<file path="config.mk">
export PLATFORM = sky130hd
export DESIGN_NAME = min_stk_cell
export DESIGN_NICKNAME = d
export VERILOG_FILES = /design/src/sv/min_stk_pkg.sv /design/src/sv/min_stk_cell.sv
export SDC_FILE = /design/constraint.sdc
export NUM_CORES = 1
export LEC_CHECK = 0
export BUFFER_PORTS_ARGS = -buffer_cell sky130_fd_sc_hd__buf_2
export CORE_UTILIZATION = 35
export CTS_CLUSTER_SIZE = 8
export DETAILED_ROUTE_END_ITERATION = 10
export PLACE_DENSITY = 0.71
export SYNTH_ARGS = -nofsm -noshare
export SYNTH_HDL_FRONTEND = slang
export SYNTH_SLANG_ARGS = --single-unit
</file>
<file path="constraint.sdc">
create_clock -name clk_i -period 2.6 [get_ports clk_i]
set_input_delay 0.65 -clock clk_i [delete_from_list [all_inputs] [get_ports clk_i]]
set_output_delay 0.65 -clock clk_i [all_outputs]
set_load 0.02 [all_outputs]
</file>
<file path="src/sv/min_stk_pkg.sv">
package min_stk_pkg;

  // Number of entries in each of the two stacks.
  localparam int unsigned STACK_DEPTH = 256;
  // Fill count must hold STACK_DEPTH itself.
  localparam int unsigned CNT_W = $clog2(STACK_DEPTH + 1);
  localparam logic [CNT_W-1:0] CNT_FULL = CNT_W'(STACK_DEPTH);

  localparam int unsigned DATA_W  = 32;
  localparam int unsigned DEPTH_W = 9;
  localparam int unsigned STAT_W  = 2;

  // Command codes.
  localparam logic CMD_PUSH = 1'b0;
  localparam logic CMD_POP  = 1'b1;

  // Status codes.
  localparam logic [STAT_W-1:0] ST_OK        = 2'd0;
  localparam logic [STAT_W-1:0] ST_OVERFLOW  = 2'd1;
  localparam logic [STAT_W-1:0] ST_UNDERFLOW = 2'd2;

  // Shift control shared by every cell of one chain.
  typedef struct packed {
    logic push;  // take the neighbor nearer the top
    logic pop;   // take the neighbor farther from the top
  } shift_ctrl_t;

endpackage

</file>
<file path="src/sv/min_stk_cell.sv">
module min_stk_cell (
  input  logic                                   clk_i,
  input  min_stk_pkg::shift_ctrl_t               ctrl_i,
  input  logic signed [min_stk_pkg::DATA_W-1:0]  above_i,
  input  logic signed [min_stk_pkg::DATA_W-1:0]  below_i,
  output logic signed [min_stk_pkg::DATA_W-1:0]  value_o
);

  logic signed [min_stk_pkg::DATA_W-1:0] data_q, data_d;

  always_comb begin
    data_d = data_q;
    if (ctrl_i.push) begin
      data_d = above_i;
    end else if (ctrl_i.pop) begin
      data_d = below_i;
    end
  end

  // Payload only; valid entries are tracked by the fill count.
  always_ff @(posedge clk_i) begin
    data_q <= data_d;
  end

  assign value_o = data_q;

endmodule

</file>
# Word-level counts from Yosys, hierarchy flattened
# Cells that the tools add are included.
[word_totals]
word_cells = 4
output_inout_bits = 32
ff_bits = 32
[op_classes]
mux = 2
reduce_logical = 1
[ops]
columns = ["op", "count"]
rows = [
  ["$mux 32", 2],
  ["$reduce_bool 2->1", 1],
]

# Depth between registers and ports, before layout
[logic_depth]
word_depth = 2
ltp_mapped = 3
depth_no_buf = 1

# Worst setup path after synthesis
# Ideal clock, no wire load.
[synth_timing]
kind = "input-to-reg"
startpoint = "in ctrl_i[1] (netlist bit)"
endpoint = "reg data_q, in the netlist value_o[0], enable pin"
setup_time_ps = 390
path_slack_ps = 537
arrival_ps = 1672
path_stages = 3
cell_sequence = "buf_6 -> buf_12 -> or2_1"
[synth_via]
elab_chain_len = 1
[synth_lines]
columns = ["item", "line_no", "source"]
rows = [
  ["start, declared", "min_stk_cell.sv:3", "input min_stk_pkg::shift_ctrl_t ctrl_i,"],
  ["$reduce_bool 2->1 (no source line)", "--", ""],
  ["end signal, assigned", "min_stk_cell.sv:22", "data_q <= data_d;"],
  ["end, declared", "min_stk_cell.sv:9", "logic signed [min_stk_pkg::DATA_W-1:0] data_q, data_d;"],
]
# No other way between the ends.
# A chain may end at the register's enable or synchronous reset.

# Worst setup path in the final report
[layout_timing]
startpoint = "in ctrl_i[1] (netlist bit)"
endpoint = "reg data_q, in the netlist value_o[6], data pin"
[layout_via]
elab_chain_len = 1
[layout_lines]
columns = ["item", "line_no", "source"]
rows = [
  ["$mux 32", "min_stk_cell.sv:13", "if (ctrl_i.push) begin"],
  ["net data_d (one bit)", "min_stk_cell.sv:9", ""],
]
# The timed path passes the listed nets, and every way through them passes these cells.

==> results.sh <==
export IMPL_slew_headroom_pct=75.7
export IMPL_cts_buffers=5
export IMPL_crit_arrival_ns=1.55
export IMPL_yosys_warnings=0
export IMPL_setup_viol=0
export IMPL_io_buffers=98
export IMPL_wl_per_cell_um=13.4
export IMPL_antenna_left=0
export IMPL_power_frac_clock_pct=27.8
export IMPL_post_route_util_pct=52.2
export IMPL_antenna_found_initial=0
export IMPL_cts_resized=0
export IMPL_intPower_uw=953
export IMPL_routed_wl_um=2990
export IMPL_max_cap_violations=0
export IMPL_syn_area_um2=1510
export IMPL_drc=0
export IMPL_gp_congestion=0.642
export IMPL_routed_via_density=4.34
export IMPL_setup_tns_ns=0
export IMPL_timing_fmax_mhz=657
export IMPL_rows=23
export IMPL_worstSetupPathType="primary input to flip-flop"
export IMPL_clk_pin_slew_ns=0.06
export IMPL_drt_iter0_drc=22
export IMPL_grt_pass1_wl_um=4100
export IMPL_areaGrowthSynthToFinish_pct=40.4
export IMPL_n_antenna_cell=0
export IMPL_place_area_um2=2040
export IMPL_grt_max_degree=22
export IMPL_vias=972
export IMPL_final_design_area_no_fill_um2=2120
export IMPL_synth_avg_cell_area_um2=21.9
export IMPL_final_cell_mix="98 x buf_2, 32 x edfxtp_1, 29 x mux2_4"
export IMPL_min_to="value_o[20]$_DFFE_PP_"
export IMPL_layout_commonest_cell="buf_2"
export IMPL_die_h_um=67.6
export IMPL_layout_drive_gt1_share_pct=79.3
export IMPL_h_tree_depth=2
export IMPL_drv_slew=0
export IMPL_p_per_area_nw_per_um2=601
export IMPL_clock_path_buffers=2
export IMPL_fin_nets=240
export IMPL_root_buffer="clkbuf_8"
export IMPL_pwr_share_seq_pct=50.8
export IMPL_p_comb_share_pct=21.4
export IMPL_netSwitchingPower_uw=319
export IMPL_startpoint_type="primary input"
export IMPL_tightest_slew_ns=0.365
export IMPL_grt_ovfl_total=0
export IMPL_grt_pass1_vias=943
export IMPL_hold_viol_final=0
export IMPL_grt_usage_pct=12.9
export IMPL_cts_sinks=32
export IMPL_seq_area_frac_synth_pct=63.7
export IMPL_synth_cell_type_count=6
export IMPL_cp_end_kind="flip-flop"
export IMPL_min_period_ns=1.52
export IMPL_dp_hpwl_um=2340
export IMPL_grt_setup_unrepaired="false"
export IMPL_yosys_area_top_type_share_pct=63.7
export IMPL_dieArea_um2=4570
export IMPL_cts_tree="yes"
export IMPL_first_pass_iters=4
export IMPL_switching_share_pct=25.1
export IMPL_largest_reg_flops=32
export IMPL_fin_crit_sh_pct=58.5
export IMPL_core_area_um2=4060
export IMPL_ys_seq_elements=32
export IMPL_p_leak_nw=1.03
export IMPL_syn_num_nets=136
export IMPL_worstHoldStart="above_i[20]"
export IMPL_die_w_um=67.6
export IMPL_peakVddDrop_mv=0.250
export IMPL_crit_start="ctrl_i[1]"
export IMPL_worst_ep_required_time_ns=2.63
export IMPL_io_pins=99
export IMPL_cts_hold_buf=0
export IMPL_status="finished clean"
export IMPL_syn_inst=69
export IMPL_hp_class="primary input to flip-flop"
export IMPL_initial_core_util_pct=37.2
export IMPL_synth_top_area_cell="edfxtp_1"
export IMPL_min_path_cells=2
export IMPL_synthTopCellsByArea="edfxtp_1 64%, mux2_4 29%, buf_12 4.0%"
export IMPL_post_cts_buffers=0
export IMPL_cp_max_fo=21
layout make-up:
cell class / count / area, um2
clock buffers: 7 / 76.3
clock inverters: 1 / 3.75
fillers: 355 / 1940
multi-input cells: 33 / 475
flip-flops and latches: 32 / 961
well taps: 50 / 62.6
repair buffers: 101 / 538
how the worst max path moves through the flow:
| stage | endpoint | slack, ns |
|---|---|---|
| global route | value_o[11]$_DFFE_PP_ | 1.05 |
| global placement | value_o[14]$_DFFE_PP_ | 0.81 |
| floorplan | value_o[0]$_DFFE_PP_ | 0.54 |
| finish | value_o[6]$_DFFE_PP_ | 1.08 |
| CTS | value_o[6]$_DFFE_PP_ | 1.08 |
| detailed placement | value_o[3]$_DFFE_PP_ | 0.77 |
stage by stage:
stage	cells	setup slack [ns]	hold slack, ns	power, mW
CTS	224	1.08	0.663	1.29
global placement	216	0.806	0.951	0.926
finish	224	1.08	0.672	1.27
floorplan	69	0.537	0.867	0.827
detailed placement	216	0.766	0.954	0.933
global route	224	1.05	0.664	1.33
power by group through the flow:
| stage | clock network, mW | logic [mW] | registers (mW) |
|---|---|---|---|
| 2_1_floorplan | 0 | 0.0913 | 0.735 |
| 3_3_place_gp | 0 | 0.269 | 0.656 |
| 3_5_place_dp | 0 | 0.275 | 0.657 |
| 4_1_cts | 0.371 | 0.276 | 0.647 |
| 5_1_grt | 0.387 | 0.292 | 0.652 |
| 6_report | 0.354 | 0.273 | 0.646 |
cells in the mapped netlist:
| cell | n |
|---|---|
| edfxtp_1 | 32 |
| mux2_4 | 29 |
| buf_12 | 3 |
| mux2_2 | 3 |
| buf_6 | 1 |
| or2_1 | 1 |
critical path, cell delays in order:
cell	delay [ns]
buf_2	0.31
buf_12	0.25
mux2_4	0.32
logic make-up (layout without fill, tap and decap cells):
group / Yosys count / count (layout) / synth area share [%]
buffers and inverters: 4 / 109 / 4.73
flip-flops: 32 / 32 / 63.7
multiplexers: 32 / 32 / 31.1
AND/OR/NAND/NOR: 1 / 1 / 0.415
layer usage:
| metal | vias up | global-route usage, % | routed length [um] |
|---|---|---|---|
| li1 | 475 | - | - |
| met5 | - | 0 | 0 |
| met4 | 0 | 6.12 | 51 |
| met2 | 59 | 21.2 | 1530 |
| met1 | 433 | 13.7 | 1070 |
| met3 | 5 | 6.42 | 341 |
No activity file was read; power rests on OpenSTA's default activity.
